==> config.mk <==
export PLATFORM = sky130hd
export DESIGN_NAME = sbc_cell
export DESIGN_NICKNAME = d
export VERILOG_FILES = /design/src/rtl/sbc_pkg.sv /design/src/rtl/sbc_cell.sv
export SDC_FILE = /design/constraint.sdc
export NUM_CORES = 1
export LEC_CHECK = 0
export BUFFER_PORTS_ARGS = -buffer_cell sky130_fd_sc_hd__clkbuf_2
export CORE_AREA = 2 2 209 211
export CTS_BUF_LIST = sky130_fd_sc_hd__clkbuf_8
export DETAILED_ROUTE_END_ITERATION = 8
export DIE_AREA = 0 0 211 213
export PLACE_DENSITY = 0.47
export SYNTH_ARGS = -nofsm -noshare
export SYNTH_HDL_FRONTEND = slang
export SYNTH_SLANG_ARGS = --single-unit
==> constraint.sdc <==
create_clock -name clock -period 4.4 [get_ports clock]
set_input_delay 0.88 -clock clock [delete_from_list [all_inputs] [get_ports clock]]
set_output_delay 0.88 -clock clock [all_outputs]
set_load 0.005 [all_outputs]
==> src/rtl/sbc_pkg.sv <==
package sbc_pkg;

   // Table size and coordinate format
   localparam int MaxBodies  = 32;
   localparam int CoordBits  = 16;
   localparam int RadiusBits = 15;
   localparam int AttrBits   = 32;
   localparam int IdxBits    = $clog2(MaxBodies);
   localparam int CntBits    = $clog2(MaxBodies + 2);
   localparam int OutIdxBits = 5;

   // Arithmetic widths of the pair test
   localparam int DiffBits  = CoordBits + 1;
   localparam int MagBits   = CoordBits;
   localparam int SqBits    = 2 * MagBits;
   localparam int SumBits   = SqBits + 2;
   localparam int LimBits   = RadiusBits + 1;
   localparam int LimSqBits = 2 * LimBits;
   localparam int CmpBits   = (SumBits > LimSqBits) ? SumBits : LimSqBits;

   // Request payload layout
   localparam int OffActive  = 2;
   localparam int OffAttr    = 3;
   localparam int OffMask    = OffAttr + AttrBits;
   localparam int OffPos     = OffMask + AttrBits;
   localparam int OffExt     = OffPos + 3 * CoordBits;
   localparam int OffRad     = OffExt + 3 * CoordBits;
   localparam int ReqRawBits = OffRad + RadiusBits;
   localparam int ReqDataBits = ((ReqRawBits + 7) / 8) * 8;
   localparam int RspDataBits = ((2 * OutIdxBits + 7) / 8) * 8;

   // Codes
   localparam logic [1:0] ShapeSphere = 2'd0;
   localparam logic [1:0] ShapeBox    = 2'd1;
   localparam logic       OpRegister  = 1'b0;
   localparam logic       OpClear     = 1'b1;

   typedef logic signed [CoordBits-1:0] coord_type;

   typedef struct packed {
      logic [1:0]            shape;
      logic                  active;
      logic [AttrBits-1:0]   attr;
      logic [AttrBits-1:0]   accept;
      coord_type             lo_x;
      coord_type             lo_y;
      coord_type             lo_z;
      coord_type             hi_x;
      coord_type             hi_y;
      coord_type             hi_z;
      logic [RadiusBits-1:0] radius;
   } body_type;

   typedef struct packed {
      logic               live;
      logic               fin;
      logic [IdxBits-1:0] idx;
      logic               hit;
   } token_type;

endpackage

==> src/rtl/sbc_cell.sv <==
module sbc_cell (
   input  logic              clock,
   input  logic              shift_en,
   input  logic              wr_en,
   input  sbc_pkg::body_type wr_body,
   input  sbc_pkg::body_type next_body,
   output sbc_pkg::body_type body
);
   import sbc_pkg::*;

   body_type body_ff;
   body_type body_in;

   // Load a new body, or take the neighbor's body while the ring turns
   always_comb begin
      body_in = body_ff;
      if (wr_en) begin
         body_in = wr_body;
      end else if (shift_en) begin
         body_in = next_body;
      end
   end

   always_ff @(posedge clock) begin
      body_ff <= body_in;
   end

   assign body = body_ff;

endmodule

Word level (Yosys, flattened, before mapping)

Cells that the tools add are included.

Multiplexer cells: 2
Reductions and logical operators: 1

Operators by type and width:

| kind               | number |
|---|---|
| $mux W178          | 2 |
| $reduce_bool A2 Y1 | 1 |

Register bits: 178
Output and inout port bits: 178
Word-level logic and storage cells: 14

Depth between registers and ports, before layout

Depth after elaboration: 2
Gate-level depth with buffers: 4
Gate-level depth less buffers: 1

Least setup slack after synthesis

No wires, ideal clock.

Path type: input -> register
From: input port wr_en
To: register body_ff, in the netlist body[0] (enable)
Data arrival time: 3.424 ns
Data required time: 3.936 ns
Setup slack: 0.513 ns
Cell stages on the path: 4
Cells stage by stage: buf_6 buf_6 buf_6 or2_2

Word-level cells in the longest chain between the ends: 1

RTL lines:

| what                                | line           | RTL |
|---|---|---|
| start: declaration                  | sbc_cell.sv:4  | `input logic wr_en,` |
| $reduce_bool A2 Y1 (no source line) | -              |  |
| end signal: assignment              | sbc_cell.sv:25 | `body_ff <= body_in;` |
| end: declaration                    | sbc_cell.sv:11 | `body_type body_ff;` |

No other way between the ends.
A chain may end at the register's enable or synchronous reset.

Worst setup path after layout

From: register body_ff, in the netlist body[108]
To: output port body[108] (netlist bit)

RTL lines:

| what             | line          | RTL |
|---|---|---|
| end: declaration | sbc_cell.sv:7 | `output sbc_pkg::body_type body` |

No word-level cell between the ends.

==> run_results.csv <==
group,metric,value,unit
sta,final-hold-violation-count,0,
layout,final_cells,1475,
grt,antenna_found_initial,0,
placement,globalplace.congestion,0.755,
placement,postPlaceCellArea,11200,um^2
layout,final_core_util,27.3,%
synthesis,syn_area,7920,um^2
synthesis,synth_cells,377,
setup_path,setup.worst_path.start,"body[108]",
flow_run,cap_violations,0,
sta,finalMaxSlewViolations,0,
setup_path,cp.arrival,1120,ps
layout,nets,1275,
placement,placed_cells,1443,
clock_tree,cts_buffers,17,
synthesis,synth_area_leaders,"edfxtp_1 67%, mux2_4 19%, mux2_2 11%, buf_6 2.0%, buf_2 0.38%",
power,power_frac_seq,50.7,%
floorplan,die_area,44900,um^2
layout,largest_reg_flops,178,
outcome,outcome,"finished clean",
detailed_routing,dr.first_iter.drc_count,153,
power,p_int,3.21,mW
setup_path,crit_path_end_kind,"output pin",
floorplan,core,42700,um^2
detailed_routing,detail_route.wl_per_cell,15.8,um
setup_path,timing_worst_setup_path_type,"reg -> out",
setup_path,critical_path.max_stage_delay,450,ps
grt,grt_pass1_wl,32.4,mm
synthesis,ys.flop_type,"edfxtp_1",
grt,grt-ovfl-total,0,
sta,max_freq,0.501,GHz
setup_path,cp_slowest_cell,"edfxtp_1",
layout,fill_cells,4428,
synthesis,synth.avg_cell_area,21.0,um^2
sta,tightest_slew,871,ps
setup_path,required,3520,ps
sta,max_slew_margin,41.9,%
floorplan,start_util,18.5,%
synthesis,synthTopCellsByCount,"178 x edfxtp_1, 100 x mux2_4, 78 x mux2_2, 14 x buf_6, 6 x buf_2",
synthesis,ys_seq_area_share,67.5,%
setup_path,endpoint,"body[108]",
layout,postLayoutCellArea,11700,um^2
layout,antennaDiodeCount,0,
power,pwr-share-comb,15.7,%
sta,finalSetupTns,0,ps
power,ir_drop,0.000196,V
synthesis,synth_edf_count,178,
floorplan,die_w,211,um
placement,dp_slack,2170,ps
setup_path,worst-path-buf-inv,1,
layout,areaGrowthSynthToFinish,47.3,%
sta,fin_crit,2000,ps
power,switchingPower,1.00,mW
grt,grt_max_degree,132,
placement,io_buffers,536,
setup_path,cp-start-kind,"flop",
detailed_routing,firstDrtPassIters,4,
setup_path,path_cells,"clkbuf_2",
clock_tree,post_cts_buffers,0,
detailed_routing,vias,5346,
power,power,4.21,mW
clock_tree,cts_tree,"done",
setup_path,crit_fanout,1,
layout,regArea,5350,um^2
clock_tree,ctsHoldBuffers,0,
synthesis,yosys_warnings,0,
synthesis,yosys.cell_count.top_type,"edfxtp_1",
synthesis,synth_seq_cells,178,
synthesis,syn_nets,736,
detailed_routing,drt-total-wl,23.3,mm
power,switching_share,23.8,%
synthesis,yosysTopAreaCell,"edfxtp_1",
hold_path,hold_class,"in -> reg",
sta,rsz0062_at_grt,"no",
clock_tree,htreeDepth,4,
floorplan,ioPinCount,537,
power,p_clk_share,33.7,%
placement,dp_hpwl,18.1,mm
setup_path,path_delay_family,"flip-flops",
power,cellPowerDensity,361,nW/um^2
clock_tree,clock-root-buffer,"clkbuf_8",
power,leakage,5.45,nW
floorplan,fp.dieH,213,um
grt,grt_pass1_vias,5427,
setup_path,worst-path-stages,1,
floorplan,core.rowCount,76,
layout,post_route_cells_drive_above_1_share,80.8,%
clock_tree,cts_resized,0,
sta,worst_slack,2400,ps
synthesis,yosysTopAreaCellShare,67.5,%
clock_tree,clk_pin_slew,110,ps
synthesis,ys_types,6,
layout,multi_input_area,2390,um^2
sta,hold_ws,636,ps
sta,setup_viol,0,
detailed_routing,viasPerCell,3.62,
clock_tree,clk_path_buf_depth,2,
detailed_routing,drcViolationCount,0,
sta,final.period_utilization,45.4,%
grt,grt_usage,10.2,%
clock_tree,clock-sinks,178,
detailed_routing,ant_nets,0,
synthesis,ys_async_sr_fraction,0,%
[metal layers]
layer	vias up	global-route usage, %	wire length [um]
li1	2562	-	-
met1	2458	10.6	8650
met2	301	17.3	11900
met3	25	4.56	2240
met4	0	5.25	541
met5	-	0	0
[how the worst min path moves through the flow]
stage	from	to	slack (ps)	cells past startpoint
floorplan	wr_body[100]	body[100]	1100	1
global placement	next_body[162]	body[162]	1180	2
detailed placement	wr_body[135]	body[135]	1180	2
CTS	wr_body[112]	body[112]	550	2
global route	next_body[112]	body[112]	570	2
finish	wr_body[110]	body[110]	640	2
[power by group through the flow]
stage / logic [mW] / clock network, mW / registers [mW]
global placement: 0.678 / 0 / 2.17
global route: 0.722 / 1.55 / 2.15
detailed placement: 0.678 / 0 / 2.18
CTS: 0.679 / 1.51 / 2.14
floorplan: 0.245 / 0 / 2.20
finish: 0.659 / 1.42 / 2.13
[cells in the final DEF, fill, tap and decap left out]
cell	netlist	layout
buf_8	0	1
clkinv_2	0	2
clkinvlp_4	0	1
clkbuf_8	0	17
or2_4	0	1
clkbuf_2	0	535
mux2_2	78	78
bufinv_16	0	6
edfxtp_1	178	178
buf_4	0	1
clkinv_4	0	1
buf_12	0	3
inv_6	0	5
mux2_4	100	100
[cells by family (layout without fill, tap and decap cells)]
kind of cell,count (synthesis),in the layout,synth area share [%]
and+or+nand+nor,1,1,0.0791
DFF,178,178,67.5
muxes,178,178,30.1
buffers and inverters,20,572,2.37
[cell type report]
type	instances	area share, %
flip-flops and latches	178	45.8
well taps	546	5.86
repair buffers	540	23.7
clock inverters	15	2.15
multi-input cells	179	20.5
clock buffers	17	2.01
Power figures use the tool's default switching activity.
